[config.mk]
export PLATFORM = sky130hd
export DESIGN_NAME = dsf_out_stage
export DESIGN_NICKNAME = d
export VERILOG_FILES = /design/src/hdl/dsf_pkg.sv /design/src/hdl/dsf_out_stage.sv
export SDC_FILE = /design/constraint.sdc
export NUM_CORES = 1
export LEC_CHECK = 0
export BUFFER_PORTS_ARGS = -buffer_cell sky130_fd_sc_hd__clkbuf_2
export CORE_MARGIN = 1
export CORE_UTILIZATION = 35
export DETAILED_ROUTE_END_ITERATION = 6
export HOLD_SLACK_MARGIN = 0.06
export PLACE_DENSITY = 0.68
export SLEW_MARGIN = 5
export SYNTH_ARGS = -nofsm -noshare
export SYNTH_HDL_FRONTEND = slang
export SYNTH_SLANG_ARGS = --single-unit
[constraint.sdc]
create_clock -name i_clk -period 1.7 [get_ports i_clk]
set_input_delay 0.085 -clock i_clk [delete_from_list [all_inputs] [get_ports i_clk]]
set_output_delay 0.085 -clock i_clk [all_outputs]
set_load 0.02 [all_outputs]
[src/hdl/dsf_pkg.sv]
`timescale 1ns / 1ps
// ----------------------------------------------------------------------------
// dsf_pkg
// Shared types and constants for the DSF stereo deinterleaver.
// ----------------------------------------------------------------------------
package dsf_pkg;

    // Bytes in one channel block of a data group
    localparam int BLOCK_BYTES = 4096;
    localparam int BLK_AW      = $clog2(BLOCK_BYTES);
    localparam int BP_W        = $clog2(2 * BLOCK_BYTES);

    localparam int HPOS_W = 7;

    // Header byte offsets that complete a checked or loaded field
    localparam logic [HPOS_W-1:0] POS_DSD_ID   = 7'd3;
    localparam logic [HPOS_W-1:0] POS_DSD_SIZE = 7'd11;
    localparam logic [HPOS_W-1:0] POS_FMT_ID   = 7'd31;
    localparam logic [HPOS_W-1:0] POS_FMT_SIZE = 7'd39;
    localparam logic [HPOS_W-1:0] POS_VERSION  = 7'd43;
    localparam logic [HPOS_W-1:0] POS_FORMAT   = 7'd47;
    localparam logic [HPOS_W-1:0] POS_CH_TYPE  = 7'd51;
    localparam logic [HPOS_W-1:0] POS_CH_NUM   = 7'd55;
    localparam logic [HPOS_W-1:0] POS_RATE     = 7'd59;
    localparam logic [HPOS_W-1:0] POS_BITS     = 7'd63;
    localparam logic [HPOS_W-1:0] POS_SAMPLES  = 7'd71;
    localparam logic [HPOS_W-1:0] POS_BLOCK    = 7'd75;
    localparam logic [HPOS_W-1:0] POS_DATA_ID  = 7'd83;
    localparam logic [HPOS_W-1:0] POS_LAST     = 7'd91;

    localparam logic [31:0] ID_DSD      = 32'h2044_5344;
    localparam logic [31:0] ID_FMT      = 32'h2074_6d66;
    localparam logic [31:0] ID_DATA     = 32'h6174_6164;
    localparam logic [31:0] DSD_RATE    = 32'd2822400;
    localparam logic [63:0] DSD_CK_SIZE = 64'd28;
    localparam logic [63:0] FMT_CK_SIZE = 64'd52;
    localparam logic [31:0] FMT_VERSION = 32'd1;
    localparam logic [31:0] FMT_RAW     = 32'd0;
    localparam logic [31:0] CH_STEREO   = 32'd2;
    localparam logic [31:0] BITS_LSB1ST = 32'd1;
    localparam logic [63:0] DATA_HDR_SZ = 64'd12;

    typedef enum logic [1:0] {
        MODE_HEADER,
        MODE_DATA,
        MODE_DONE
    } t_mode;

    typedef enum logic [2:0] {
        ST_DATA      = 3'd0,
        ST_HDR_OK    = 3'd1,
        ST_BAD_ID    = 3'd2,
        ST_BAD_SIZE  = 3'd3,
        ST_BAD_FMT   = 3'd4,
        ST_BAD_BLOCK = 3'd5,
        ST_TOO_LARGE = 3'd6
    } t_status;

    // Header verdict for the byte under inspection; ST_DATA means no result
    typedef struct packed {
        t_status     status;
        logic        rev_load;
        logic        rev_val;
        logic        rem_load;
        logic [63:0] rem_val;
    } t_hdr_res;

    // One entry of the result register: a status or an L/R pair
    typedef struct packed {
        logic        is_pair;
        t_status     status;
        logic [7:0]  rb;
        logic        rev;
    } t_out_entry;

endpackage

[src/hdl/dsf_out_stage.sv]
`timescale 1ns / 1ps
// ----------------------------------------------------------------------------
// dsf_out_stage
// Result register: sends a status item, or a left/right pair as two items.
// ----------------------------------------------------------------------------
module dsf_out_stage import dsf_pkg::*; (
    input  logic       i_clk,
    input  logic       i_rst_n,
    input  logic       i_load,
    input  t_out_entry i_entry,
    input  logic [7:0] i_left,
    output logic       o_free,
    output logic       o_valid,
    input  logic       i_stall,
    output logic [7:0] o_out_byte,
    output logic [2:0] o_status,
    output logic       o_last
);

    logic       r_valid;
    logic       r_half;
    t_out_entry r_entry;
    logic       cur_last;

    function automatic logic [7:0] rev8(input logic [7:0] b);
        logic [7:0] r;
        for (int i = 0; i < 8; i++) begin
            r[7-i] = b[i];
        end
        return r;
    endfunction

    assign cur_last = !r_entry.is_pair || r_half;
    assign o_free   = !r_valid || (!i_stall && cur_last);
    assign o_valid  = r_valid;

    always_comb begin
        if (!r_entry.is_pair) begin
            o_out_byte = 8'd0;
            o_status   = r_entry.status;
            o_last     = 1'b1;
        end else if (!r_half) begin
            o_out_byte = r_entry.rev ? rev8(i_left) : i_left;
            o_status   = ST_DATA;
            o_last     = 1'b0;
        end else begin
            o_out_byte = r_entry.rev ? rev8(r_entry.rb) : r_entry.rb;
            o_status   = ST_DATA;
            o_last     = 1'b1;
        end
    end

    always_ff @(posedge i_clk) begin
        if (!i_rst_n) begin
            r_valid <= 1'b0;
            r_half  <= 1'b0;
        end else if (i_load) begin
            r_valid <= 1'b1;
            r_half  <= 1'b0;
        end else if (r_valid && !i_stall) begin
            if (cur_last) begin
                r_valid <= 1'b0;
            end else begin
                r_half <= 1'b1;
            end
        end
    end

    always_ff @(posedge i_clk) begin
        if (i_load) begin
            r_entry <= i_entry;
        end
    end

endmodule

==> results by stage <==
Run status:
- The run finished with clean final reports.

Placed design:
- During placement, the flow inserted port buffers numbering 38.
- At the end of routability-driven placement, the weighted congestion stood at 0.646.
- The placed wire-length estimate is 1030 µm.
- Counting tap cells, the placed design contains a total of 119 instances.

Synth:
- After synthesis, the cell types taking the most area are sky130_fd_sc_hd__edfxtp_1 52%, sky130_fd_sc_hd__mux2i_1 21%, sky130_fd_sc_hd__o22ai_1 6.7%.
- The average instance in the mapped netlist occupies 13.6 µm².
- The total nets after synthesis is 80.
- In the synthesized netlist, the number of instances is 55.
- The share of the yosys chip area belonging to registers is 57.6%.
- The fraction of post-synthesis cell area in the top cell type by area is 52.3%.
- The top flip-flop cell by instance count after synthesis is sky130_fd_sc_hd__edfxtp_1.
- The synthesized flop and latch total is 15.
- The largest area contributor in the netlist is sky130_fd_sc_hd__edfxtp_1.
- The number of synthesis warnings is 0.
- Yosys mapped a number of flops with a built-in enable equal to 13.
- The post-synthesis instance area is 747 µm².
- The count of distinct cell types in the synthesized netlist is 16.
- The share of synthesized flip-flops with an asynchronous set or reset is 0%.
- The cell with the most instances after synthesis is sky130_fd_sc_hd__mux2i_1.
- Counting instances in the post-synthesis netlist gives the leading cell types as 16 x sky130_fd_sc_hd__mux2i_1, 13 x sky130_fd_sc_hd__edfxtp_1, 8 x sky130_fd_sc_hd__o22ai_1, 3 x sky130_fd_sc_hd__nor2b_1.

Critical path:
- The destination of the critical timing path is o_out_byte[4].
- The beginning of the worst register-to-register path is r_entry[12]$_DFFE_PP_.
- The worst register-to-register path ends at o_valid$_SDFFE_PN0P_.
- The type of destination of the critical path is an output port.
- The worst endpoint data arrival time is 1.47 ns.
- The critical path in this run is classified as register to output port.
- At the worst endpoint, the required time is 1.62 ns.
- The worst setup path startpoint is r_entry[0]$_DFFE_PP_.
- The number of cells on the worst reg-to-reg path is 3.
- The worst reg-to-reg setup slack is 0.64 ns.
- In this run the worst path has a maximum fanout of 12.
- The nature of the critical path startpoint is a register.

Global route:
- The met1 capacity usage during global routing is 12.8%.
- The number of global-route vias before repair is 512.
- For this run, global-route usage on met3 was measured as 3.70%.
- Summed over all layers, the global routing overflow is 0.
- The most used routing layer in global routing is met2.
- Entering global routing, the biggest net connects 17 pins.
- The global routing usage summed across all routing layers is 12.2%.
- The routing usage on met2 is 22.4%.
- The first global-routing pass estimated 1920 µm of wire.
- The number of antenna violations at the first check in global routing was 0.

Routing:
- After the first detailed-routing iteration, the DRC count stood at 3.
- The number of design rule violations left after detail routing is 0.
- In this run the remaining antenna-violating nets after routing total 0.
- Dividing the detail-routed via count by the number of cells gives 4.65.
- Detailed routing inserted a total of 642 vias.
- The number of optimization iterations in the first detailed-route pass is 3.
- The total length of routed wires is 1500 µm.
- Dividing the detail-routed wire length by the instance count gives 10.8 µm.

Layout:
- The layout cell share with drive strength beyond 1 is 40.5%.
- Compared with the post-synthesis result, the final layout area differs by 50.3%.
- Fill cells in the final layout number 175.
- The count of inserted antenna diode cells is 0.
- The count of placed standard cells in the final layout, fillers left out is 138.
- The net count of the finished layout is 137.

Job:
- Max-cap violations in this run came to 0.

Floorplanning:
- The number of core rows is 16.
- The die area is 2320 µm².
- The core footprint is 1980 µm².
- The die span in x is 48.2 µm.
- The die is 48.2 µm tall.
- The I/O pin total is 39.
- The initial cell density of the core is 37.7%.

CTS:
- TritonCTS built the clock tree.
- In this run the number of H-tree levels came out at 1.
- The number of buffers on the longest clock path is 2.
- The root buffer cell chosen for the clock tree is sky130_fd_sc_hd__clkbuf_4.
- The number of sinks handled by clock tree synthesis is 15.
- Clock latency on the worst-skew pair, taken at its later pin, is 0.28 ns.
- The clock-pin transition on the worst setup and hold timing paths is 0.09 ns.
- In this run, CTS created clock tree buffers numbering 3.

Timing:
- The number of pins with negative max-slew slack in the final report was 0.
- Across the routed clock network, the largest skew measured is 0.00624 ns.
- For the pin with the worst max-slew slack, the measured transition is 0.364 ns.
- Counting I/O delays and the setup requirement, the final critical path takes 1.55 ns.
- The number of endpoints failing setup at the final stage is 0.
- Setup total negative slack on the finished layout was measured at 0 ns.
- Based on the critical path, the design can be clocked at up to 644 MHz.
- The worst pin sits at a relative slew slack of 75.8%.
- The post-route clock period utilization is 91.3%.
- The final count of hold timing violations was 0.
- Setup repair after global routing left no endpoint under its margin.

Pwr:
- The total leakage power is 0.522 nW.
- The total power density per cell area is 761 nW/µm².
- The worst voltage drop across the vdd grid is 0.492 mV.

Worst hold path:
- The min-delay analysis places its worst path in the category input port to register.
[kinds of logic (layout without fill, tap and decap cells)]
| kind of cell | after synthesis | after routing | share of synthesized area [%] |
|---|---|---|---|
| AOI/OAI and AO/OA | 12 | 12 | 9.38 |
| buffers and inverters | 4 | 60 | 5.19 |
| DFF | 15 | 15 | 57.6 |
| muxes | 16 | 16 | 21.4 |
| and+or+nand+nor | 8 | 8 | 6.37 |
[layout by cell type, fill, tap and decap left out, drive strengths merged]
master	instances
nand2	1
clkbuf	41
o22ai	8
nor2b	3
a21oi	2
dlygate4sd3	14
clkinv	1
buf	2
dfxtp	2
inv	2
nand2b	1
nor2	1
and2b	1
o21ai	2
edfxtp	13
mux2i	16
nand3b	1
[through the flow]
step	area [µm²]	worst slack (ns)	power, W	util, %	hold WS [ns]
2_1_floorplan	747	0.491	0.000569	-	0.184
3_3_place_gp	947	0.420	0.000628	47.8	0.262
3_5_place_dp	947	0.401	0.000633	47.8	0.264
4_1_cts	1110	0.0789	0.000861	56.3	0.0724
5_1_grt	1120	0.0463	0.000901	56.6	0.0815
6_report	1120	0.147	0.000854	56.6	0.0821
[worst min-delay path by stage]
| stage | depth (start not counted) | slack, ns | to | startpoint |
|---|---|---|---|---|
| 6_report | 3 | 0.08 | r_half$_SDFFE_PP0P_ | i_stall |
| 5_1_grt | 3 | 0.08 | r_half$_SDFFE_PP0P_ | i_stall |
| 4_1_cts | 3 | 0.07 | o_valid$_SDFFE_PN0P_ | i_stall |
| 3_5_place_dp | 1 | 0.26 | r_entry[8]$_DFFE_PP_ | i_entry[8] |
| 3_3_place_gp | 1 | 0.26 | r_entry[10]$_DFFE_PP_ | i_entry[10] |
| 2_1_floorplan | 0 | 0.18 | r_entry[0]$_DFFE_PP_ | i_entry[0] |
[repair_timing]
action / CTS / global route
buffers inserted: 0 / 1
setup endpoints to repair: 0 / 3
hold endpoints to repair: 15 / 0
resized for setup: 0 / 0
hold buffers: 14 / 0
[routing by layer]
layer | part of all wire, % | up-vias
li1 | - | 324
met1 | 41 | 293
met2 | 52 | 25
met3 | 7.6 | 0
met4 | 0 | 0
met5 | 0 | -
[where the power goes]
part           switching (W)  internal (W)
clock network       0.000113     0.0000873
logic               0.000105      0.000101
registers          0.0000160      0.000430
total               0.000235      0.000619
[registers in the layout (all words and copies together), names as in the netlist]
name	count
o_valid	1
r_entry	13
r_half	1
[layout make-up]
type / instances / area [µm²] / share of cell area (%)
inverters: 2 / 7.51 / 0.669
repair buffers: 54 / 345 / 30.8
multi-input cells: 36 / 278 / 24.7
clock inverters: 1 / 5.00 / 0.446
flip-flops and latches: 15 / 430 / 38.3
well taps: 27 / 33.8 / 3.01
clock buffers: 3 / 22.5 / 2.01
[critical path: stages, from the launching register on]
cell and delay, ns:
sky130_fd_sc_hd__edfxtp_1 0.46, sky130_fd_sc_hd__buf_4 0.24, sky130_fd_sc_hd__mux2i_1 0.14, sky130_fd_sc_hd__o22ai_1 0.16, sky130_fd_sc_hd__clkbuf_2 0.20
No activity file was read; power rests on OpenSTA's default activity.
