[config.mk]
export PLATFORM = sky130hd
export DESIGN_NAME = dsf_hdr_parse
export DESIGN_NICKNAME = d
export VERILOG_FILES = /design/src/hdl/dsf_pkg.sv /design/src/hdl/dsf_hdr_parse.sv
export SDC_FILE = /design/constraint.sdc
export NUM_CORES = 1
export LEC_CHECK = 0
export BUFFER_PORTS_ARGS = -buffer_cell sky130_fd_sc_hd__buf_4
export CAP_MARGIN = 30
export CORE_ASPECT_RATIO = 0.9
export CORE_MARGIN = 2
export CORE_UTILIZATION = 62
export DETAILED_ROUTE_END_ITERATION = 16
export PLACE_DENSITY_LB_ADDON = 0.08
export SYNTH_ARGS = -nofsm -noshare
export SYNTH_HDL_FRONTEND = slang
export SYNTH_SLANG_ARGS = --single-unit
[constraint.sdc]
create_clock -name i_clk -period 12.6 [get_ports i_clk]
set_clock_uncertainty 0.1 [all_clocks]
set_input_delay 2.52 -clock i_clk [delete_from_list [all_inputs] [get_ports i_clk]]
set_output_delay 2.52 -clock i_clk [all_outputs]
set_load 0.01 [all_outputs]
[src/hdl/dsf_pkg.sv]
`timescale 1ns / 1ps
// ----------------------------------------------------------------------------
// dsf_pkg
// Shared types and constants for the DSF stereo deinterleaver.
// ----------------------------------------------------------------------------
package dsf_pkg;

    // Bytes in one channel block of a data group
    localparam int BLOCK_BYTES = 4096;
    localparam int BLK_AW      = $clog2(BLOCK_BYTES);
    localparam int BP_W        = $clog2(2 * BLOCK_BYTES);

    localparam int HPOS_W = 7;

    // Header byte offsets that complete a checked or loaded field
    localparam logic [HPOS_W-1:0] POS_DSD_ID   = 7'd3;
    localparam logic [HPOS_W-1:0] POS_DSD_SIZE = 7'd11;
    localparam logic [HPOS_W-1:0] POS_FMT_ID   = 7'd31;
    localparam logic [HPOS_W-1:0] POS_FMT_SIZE = 7'd39;
    localparam logic [HPOS_W-1:0] POS_VERSION  = 7'd43;
    localparam logic [HPOS_W-1:0] POS_FORMAT   = 7'd47;
    localparam logic [HPOS_W-1:0] POS_CH_TYPE  = 7'd51;
    localparam logic [HPOS_W-1:0] POS_CH_NUM   = 7'd55;
    localparam logic [HPOS_W-1:0] POS_RATE     = 7'd59;
    localparam logic [HPOS_W-1:0] POS_BITS     = 7'd63;
    localparam logic [HPOS_W-1:0] POS_SAMPLES  = 7'd71;
    localparam logic [HPOS_W-1:0] POS_BLOCK    = 7'd75;
    localparam logic [HPOS_W-1:0] POS_DATA_ID  = 7'd83;
    localparam logic [HPOS_W-1:0] POS_LAST     = 7'd91;

    localparam logic [31:0] ID_DSD      = 32'h2044_5344;
    localparam logic [31:0] ID_FMT      = 32'h2074_6d66;
    localparam logic [31:0] ID_DATA     = 32'h6174_6164;
    localparam logic [31:0] DSD_RATE    = 32'd2822400;
    localparam logic [63:0] DSD_CK_SIZE = 64'd28;
    localparam logic [63:0] FMT_CK_SIZE = 64'd52;
    localparam logic [31:0] FMT_VERSION = 32'd1;
    localparam logic [31:0] FMT_RAW     = 32'd0;
    localparam logic [31:0] CH_STEREO   = 32'd2;
    localparam logic [31:0] BITS_LSB1ST = 32'd1;
    localparam logic [63:0] DATA_HDR_SZ = 64'd12;

    typedef enum logic [1:0] {
        MODE_HEADER,
        MODE_DATA,
        MODE_DONE
    } t_mode;

    typedef enum logic [2:0] {
        ST_DATA      = 3'd0,
        ST_HDR_OK    = 3'd1,
        ST_BAD_ID    = 3'd2,
        ST_BAD_SIZE  = 3'd3,
        ST_BAD_FMT   = 3'd4,
        ST_BAD_BLOCK = 3'd5,
        ST_TOO_LARGE = 3'd6
    } t_status;

    // Header verdict for the byte under inspection; ST_DATA means no result
    typedef struct packed {
        t_status     status;
        logic        rev_load;
        logic        rev_val;
        logic        rem_load;
        logic [63:0] rem_val;
    } t_hdr_res;

    // One entry of the result register: a status or an L/R pair
    typedef struct packed {
        logic        is_pair;
        t_status     status;
        logic [7:0]  rb;
        logic        rev;
    } t_out_entry;

endpackage

[src/hdl/dsf_hdr_parse.sv]
`timescale 1ns / 1ps
// ----------------------------------------------------------------------------
// dsf_hdr_parse
// Walks the 92-byte header, one byte per step, and checks or loads the fields it uses.
// ----------------------------------------------------------------------------
module dsf_hdr_parse import dsf_pkg::*; (
    input  logic        i_clk,
    input  logic        i_rst_n,
    input  logic        i_step,
    input  logic        i_restart,
    input  logic [7:0]  i_byte,
    input  logic [63:0] i_remaining,
    input  logic [31:0] i_file_size,
    output t_hdr_res    o_res
);

    logic [HPOS_W-1:0] r_pos;
    logic [HPOS_W-1:0] n_pos;
    logic [63:0]       r_acc;
    logic [63:0]       n_acc;
    logic [HPOS_W-1:0] eff_pos;
    logic [63:0]       eff_acc;
    logic [31:0]       hi;
    logic [63:0]       body_size;
    logic [63:0]       rem_min;
    logic              too_large;

    assign eff_pos = i_restart ? '0 : r_pos;
    assign eff_acc = i_restart ? '0 : r_acc;
    assign n_acc   = {i_byte, eff_acc[63:8]};
    assign n_pos   = eff_pos + HPOS_W'(1);
    assign hi      = n_acc[63:32];

    // data chunk size less its own header, modulo 2^64
    assign body_size = n_acc - DATA_HDR_SZ;
    assign too_large = (body_size >= {32'd0, i_file_size});
    assign rem_min   = (body_size < i_remaining) ? body_size : i_remaining;

    always_comb begin
        o_res          = '0;
        o_res.status   = ST_DATA;
        o_res.rev_val  = (hi == BITS_LSB1ST);
        o_res.rem_val  = {2'b00, n_acc[63:2]};
        unique case (eff_pos)
            POS_DSD_ID:   if (hi != ID_DSD)        o_res.status = ST_BAD_ID;
            POS_DSD_SIZE: if (n_acc != DSD_CK_SIZE) o_res.status = ST_BAD_SIZE;
            POS_FMT_ID:   if (hi != ID_FMT)        o_res.status = ST_BAD_ID;
            POS_FMT_SIZE: if (n_acc != FMT_CK_SIZE) o_res.status = ST_BAD_SIZE;
            POS_VERSION:  if (hi != FMT_VERSION)   o_res.status = ST_BAD_FMT;
            POS_FORMAT:   if (hi != FMT_RAW)       o_res.status = ST_BAD_FMT;
            POS_CH_TYPE:  if (hi != CH_STEREO)     o_res.status = ST_BAD_FMT;
            POS_CH_NUM:   if (hi != CH_STEREO)     o_res.status = ST_BAD_FMT;
            POS_RATE:     if (hi != DSD_RATE)      o_res.status = ST_BAD_FMT;
            POS_BITS:     o_res.rev_load = 1'b1;
            POS_SAMPLES:  o_res.rem_load = 1'b1;
            POS_BLOCK:    if (hi != 32'(BLOCK_BYTES)) o_res.status = ST_BAD_BLOCK;
            POS_DATA_ID:  if (hi != ID_DATA)       o_res.status = ST_BAD_ID;
            POS_LAST: begin
                if (too_large) begin
                    o_res.status = ST_TOO_LARGE;
                end else begin
                    o_res.status   = ST_HDR_OK;
                    o_res.rem_load = 1'b1;
                    o_res.rem_val  = {rem_min[63:2], 2'b00};
                end
            end
            default: ;
        endcase
    end

    always_ff @(posedge i_clk) begin
        if (!i_rst_n) begin
            r_pos <= '0;
            r_acc <= '0;
        end else if (i_step) begin
            r_pos <= n_pos;
            r_acc <= n_acc;
        end
    end

endmodule

==> results of run 1 <==
-- power by group --
part / leakage [nW] / switching (W) / internal, W
sequential: 0.510 / 0.00000584 / 0.000202
combinational: 4.51 / 0.000113 / 0.0000962
clock: 0.142 / 0.0000965 / 0.000152
total: 5.16 / 0.000215 / 0.000450
-- synth_stat cells (24+ instances only) --
cell	number	area share
nor2_1	80	0.034
dfxtp_1	63	0.14
clkbuf_1	42	0.018
and2_1	27	0.019
xnor2_1	29	0.029
nand3_1	36	0.020
o21ai_0	41	0.023
nand4_1	24	0.017
nand2_1	93	0.039
ha_1	95	0.13
nor3_1	38	0.021
nor2b_1	51	0.036
inv_1	139	0.059
mux2i_1	116	0.13
nor4_1	26	0.018
a21oi_1	48	0.027
-- final cells by class --
class | instances | area [sq um]
flip-flops and latches | 63 | 1260
clock buffers | 10 | 229
multi-input cells | 935 | 6780
clock inverters | 6 | 61.3
repair buffers | 186 | 1420
well taps | 193 | 241
fillers | 1173 | 3490
inverters | 140 | 526
-- layer usage --
layer | vias up | track usage
met5 | - | 0
met4 | 0 | 0.0988
met3 | 56 | 0.0555
met2 | 581 | 0.527
met1 | 4398 | 0.538
li1 | 4567 | -
-- state kept, by name (all words and copies together) (netlist names) --
name	flops
r_acc	56
r_pos	7
-- cell families after synthesis --
| group | count (synthesis) |
|---|---|
| AOI/OAI and AO/OA | 219 |
| muxes | 131 |
| DFF | 63 |
| and+or+nand+nor | 457 |
| adders and majority gates | 95 |
| buffers and inverters | 213 |
| xor gates and xnor gates | 33 |
-- worst max-delay path: cells and delay by family --
| family | cells | cell delay (ps) |
|---|---|---|
| simple gates | 4 | 1220 |
| compound gates | 10 | 2820 |
| buf+inv | 5 | 930 |
| mux | 2 | 700 |
| fa+ha+maj | 2 | 790 |
-- worst min-delay path by stage --
stage,end,start
floorplan,r_pos[0],r_pos[0]
global placement,r_pos[0],r_pos[0]
detailed placement,r_pos[0],r_pos[0]
CTS,r_pos[0],r_pos[0]
global route,r_pos[0],r_pos[0]
finish,r_pos[0],r_pos[0]
-- through the flow --
step                hold WS, ps  instances  area [sq um]  utilization  total power (W)
floorplan                   347       1211          8870            -         0.000344
global placement            353       1516         10200        0.728         0.000410
detailed placement          361       1516         10200        0.728         0.000414
CTS                         375       1532         10500        0.749         0.000658
global route                402       1533         10500        0.751         0.000693
finish                      372       1533         10500        0.751         0.000666
==> reports/summary.txt, run 1 <==
Final Hold Vio Count - 0
initial antenna violation count - 0
origin of the worst setup path - i_restart
worst vdd ir - 0.0653 mV
Post-Syn Instances - 1,211
number of remaining DRC errors - 0
R2R Path End - r_pos[6]
critical path type - input port to primary output
Hold Path Class - flip-flop to flip-flop
pwr dens - 63.3 nW/um^2
worst setup path endpoint - o_res[18]
Worst R2R Setup Slack - 10,580 ps
Setup violations, final - 0
async set-reset flop share out of synthesis - 0
HPWL after detailed placement - 21.8 mm
worst-path fanout max - 32
M1 WL - 12.4 mm
Leak Pwr - 5.16 nW
CP endpoint kind - primary output
most frequent cells in the layout - buf_4, inv_1, mux2i_1
First DRT Iteration DRCs - 935
Root Buffer - clkbuf_16
Setup Slack @ Placement - 1200 ps
measured slew at the worst slew-check pin - 810 ps
Clock Pin Slew Worst Setup and Hold Paths - 60 ps
Starting Density - 0.634
RSZ-0062 raised after global routing - false
average size of a mapped cell - 7.33 sq um
WP data required - 9980 ps
worst reg-to-reg path cell count - 8
die height - 118 um
Seq cells post-synth - 63
Post-synth EDFFs - 0
Crit Reg-Reg Startpoint - r_pos[0]
Synth Area in Compound Gates - 0.170
CP Data Arrival Time - 9030 ps
Horiz. Die Dim - 130 um
Period minus WS final - 11,650 ps
CTS Buf Count - 9
GP Congestion - 1.01
post-synthesis mux area share - 0.150
largest family of logic cells by synthesized area - simple AND/OR/NAND/NOR gates
Clock Path Buffers - 2
Post-Syn Area - 8870 sq um
boundary pin count - 178
Crit-path slowest cell - nor4_1
final clock period utilization by the worst path - 0.925
Setup TNS Final - 0 ps
quantity of I/O buffers inserted on ports - 177
Overall Global Routing Usage - 0.358
status - finished clean
worst hold path stage count - 1
DIE AREA - 15,300 sq um
Setup crit start kind - input port
floorplan core area - 14,000 sq um
Syn-to-layout area delta - 18.5%
drt wl/cell - 18.3 um
Slew HR - 0.457
number of setup buffers added after CTS - 0
first-pass GRT wire length - 44.5 mm
number of global-route vias before repair - 8,709
antenna fix cells - 0
CP max stage delay - 720 ps
final global-route overflow total - 0
row cnt - 41
main flop type after synthesis - dfxtp_1
top layer reached by signal wires - met4
most common cell after layout, fill and taps aside - buf_4
total number of vias - 9,602
syn_nets - 1,414
largest net degree at the start of global routing - 76
distinct cell type count after synthesis - 80
cts hold-fix bufs - 0
Sink Count - 63
sequential share of the synthesized area - 0.142
H-tree Lvls - 3
DR pass1 iterations - 6
CP Cell Sequence - buf_4, inv_2, nand2_1, inv_1, ha_1, o21ba_2, o21ai_0, a21o_1, o311ai_0, o21ai_0, ha_1, nand4_1, nor4_1, nand3_1, a31oi_1, o21ai_0, a221oi_1, a21oi_1, o41ai_4, buf_4, mux2_2, mux2_1, buf_4
DRT antenna net count - 0
clk_lat worst skew - 340 ps
CTS resizes - 0
met3 WL - 3.16 mm
fin. max-slew vios - 0
final setup margin - 950 ps
Synth Area in XOR/XNOR - 0.0326
DRT Wirelength - 28.0 mm
TritonCTS clock tree - built
mean number of vias per cell - 6.26
fmax - 0.0858 GHz
# nets final - 1,538
post-synthesis simple-gate area fraction - 0.277
DR WL met2 - 11.9 mm
yosys warns - 0
area share of fa/ha/maj cells after synthesis - 0.134
ratio of cells with drive above 1 in the final layout - 0.172
max_cap viols - 0
No activity file was read; power rests on OpenSTA's default activity.
==> run 2, diff against run 1 <==
--- a/config.mk
+++ b/config.mk
@@ -12,6 +12,7 @@
 export CORE_UTILIZATION = 62
 export DETAILED_ROUTE_END_ITERATION = 16
 export PLACE_DENSITY_LB_ADDON = 0.08
+export REMOVE_ABC_BUFFERS = 1
 export SYNTH_ARGS = -nofsm -noshare
 export SYNTH_HDL_FRONTEND = slang
 export SYNTH_SLANG_ARGS = --single-unit
==> run 2 against run 1 <==
Effect of this change:
- clock-buffer cell count grew 3
- die area unchanged
- core utilization is 0.25 points lower
- clock power about the same
- critical path type unchanged
- worst setup slack worse by 160 ps
- hold slack better by 12 ps
- critical endpoint is now o_res[14]
- final area is 0.33% lower
- largest cell class unchanged
- final cell count decreased by 0.26%
- sequential share of layout area is essentially flat
- global-route usage up 0.18 points
- via count down 0.50%
- register-to-register slack got worse by 20 ps
==> reports/summary.txt, run 2 (synthesis results as in run 1) <==
status - finished clean (unchanged)
Crit-path slowest cell - ha_1 (was nor4_1)
worst vdd ir - 0.0420 mV (was 0.0653 mV)
CTS resizes - 0 (unchanged)
# nets final - 1,534 (was 1,538)
initial antenna violation count - 0 (unchanged)
CP max stage delay - 650 ps (was 720 ps)
Period minus WS final - 11,810 ps (was 11,650 ps)
DP Area - 10,200 sq um (about the same)
Final Hold Vio Count - 0 (unchanged)
fmax - 0.0847 GHz (was 0.0858 GHz)
cts hold-fix bufs - 0 (unchanged)
mean number of vias per cell - 6.25 (was 6.26)
Root Buffer - clkbuf_16 (unchanged)
Reg with most FFs - r_acc (unchanged)
GP Congestion - 1.03 (was 1.01)
H-tree Lvls - 3 (unchanged)
HPWL after detailed placement - 21.7 mm (was 21.8 mm)
CP Data Arrival Time - 9190 ps (was 9030 ps)
Setup violations, final - 0 (unchanged)
largest net degree at the start of global routing - 70 (was 76)
CTS Buf Count - 9 (unchanged)
Seq pwr share - 0.312 (about the same)
switching share of power - 0.316 (was 0.323)
drt wl/cell - 18.4 um (was 18.3 um)
final global-route overflow total - 0 (unchanged)
FF/Latch Area - 1260 sq um (unchanged)
max_cap viols - 0 (unchanged)
number of global-route vias before repair - 8,639 (was 8,709)
number of setup buffers added after CTS - 0 (unchanged)
RSZ-0062 raised after global routing - false (unchanged)
design area - 10,500 sq um (about the same)
Horiz. Die Dim - 130 um (unchanged)
final clock period utilization by the worst path - 0.937 (was 0.925)
antenna fix cells - 0 (unchanged)
placed cells - 1,513 (was 1,516)
DRT antenna net count - 0 (unchanged)
Net Switching - 0.000211 W (was 0.000215 W)
Sink Count - 63 (unchanged)
CP endpoint kind - primary output (unchanged)
Setup TNS Final - 0 ps (unchanged)
floorplan core area - 14,000 sq um (unchanged)
Internal - 0.000456 W (was 0.000450 W)
Top Registers - r_acc: 56 flops, r_pos: 7 flops (unchanged)
# fillers - 1,170 (was 1,173)
Clock Pin Slew Worst Setup and Hold Paths - 50 ps (was 60 ps)
die height - 118 um (unchanged)
Clock Path Buffers - 2 (unchanged)
Largest register FFs - 56 (unchanged)
combinational group share of total power - 0.310 (was 0.314)
Hold Path Class - flip-flop to flip-flop (unchanged)
worst-path fanout max - 53 (was 32)
measured slew at the worst slew-check pin - 938 ps (was 810 ps)
First DRT Iteration DRCs - 1,086 (was 935)
Leak Pwr - 5.14 nW (was 5.16 nW)
post-route total power - 0.000666 W (about the same)
row cnt - 41 (unchanged)
WP data required - 9980 ps (about the same)
number of remaining DRC errors - 0 (unchanged)
ratio of cells with drive above 1 in the final layout - 0.168 (was 0.172)
DRT Wirelength - 28.1 mm (was 28.0 mm)
area of the multi-input gates - 6780 sq um (unchanged)
most common cell after layout, fill and taps aside - buf_4 (unchanged)
Syn-to-layout area delta - 18.1% (was 18.5%)
DIE AREA - 15,300 sq um (unchanged)
TritonCTS clock tree - built (unchanged)
number of non-filler instances in the completed layout - 1,529 (was 1,533)
most frequent cells in the layout - buf_4, inv_1, mux2i_1 (unchanged)
clk_lat worst skew - 330 ps (was 340 ps)
DR pass1 iterations - 5 (was 6)
clock share of power - 0.378 (was 0.374)
Slew HR - 0.369 (was 0.457)
fin. max-slew vios - 0 (unchanged)
total number of vias - 9,554 (was 9,602)
quantity of I/O buffers inserted on ports - 177 (unchanged)
Setup crit start kind - input port (unchanged)
final setup margin - 790 ps (was 950 ps)
critical path type - input port to primary output (unchanged)
Overall Global Routing Usage - 0.360 (was 0.358)
Setup Slack @ Placement - 1030 ps (was 1200 ps)
pwr dens - 63.6 nW/um^2 (was 63.3 nW/um^2)
Starting Density - 0.634 (unchanged)
boundary pin count - 178 (unchanged)
CP Cell Sequence - buf_4, inv_2, nand2_1, inv_1, ha_1, o21ba_2, o21ai_0, a21o_1, nor3_1, nor3_1, a21oi_1, ha_1, nand4_1, nor4_1, nand3_1, a31oi_1, o21ai_0, a221oi_1, a21oi_1, o41ai_4, buf_12, mux2_2, mux2_1, buf_4 (was buf_4, inv_2, nand2_1, inv_1, ha_1, o21ba_2, o21ai_0, a21o_1, o311ai_0, o21ai_0, ha_1, nand4_1, nor4_1, nand3_1, a31oi_1, o21ai_0, a221oi_1, a21oi_1, o41ai_4, buf_4, mux2_2, mux2_1, buf_4)
first-pass GRT wire length - 44.4 mm (was 44.5 mm)
## run 2: layout make-up
class,count,area share
multi-input combinational,935,0.647
tap,193,0.0230
inverter,140,0.0501
sequential,63,0.120
clock buffer,13,0.0239
timing repair buffer,182,0.132
clock inverter,3,0.00406
## run 2: power by group through the flow
stage	registers (W)	clock network, W	logic, W
floorplan	0.000209	0	0.000129
global placement	0.000212	0	0.000198
detailed placement	0.000212	0	0.000202
CTS	0.000207	0.000253	0.000203
global route	0.000208	0.000262	0.000226
finish	0.000208	0.000252	0.000206
## run 2: worst paths after layout
path	from	end	slack (ps)	cells after the start
hold / removal	r_pos[0]	r_pos[0]	380	1
setup / recovery	i_restart	o_res[14]	790	24
setup reg to reg	r_pos[0]	r_pos[6]	10560	8
hold reg to reg	r_pos[0]	r_pos[0]	380	1
## run 2: critical path: cells and delay by family
family / cells / cell delay [ps]
AO/OA/AOI/OAI: 9 / 2340
AND/OR/NAND/NOR: 6 / 1390
buffers and inverters: 5 / 1150
adder cells (fa/ha/maj): 2 / 1010
multiplexers: 2 / 670
## run 2: metal layers
layer / up-vias / track usage / wire length, um
li1: 4551 / - / -
met1: 4380 / 0.518 / 12200
met2: 561 / 0.544 / 12200
met3: 62 / 0.0659 / 3030
met4: 0 / 0.110 / 728
met5: - / 0 / 0
## run 2: metrics by stage
stage	hold WS, ps	utilization
2_1_floorplan	347	-
6_report	383	0.748
4_1_cts	386	0.748
3_5_place_dp	373	0.728
5_1_grt	399	0.748
3_3_place_gp	353	0.728
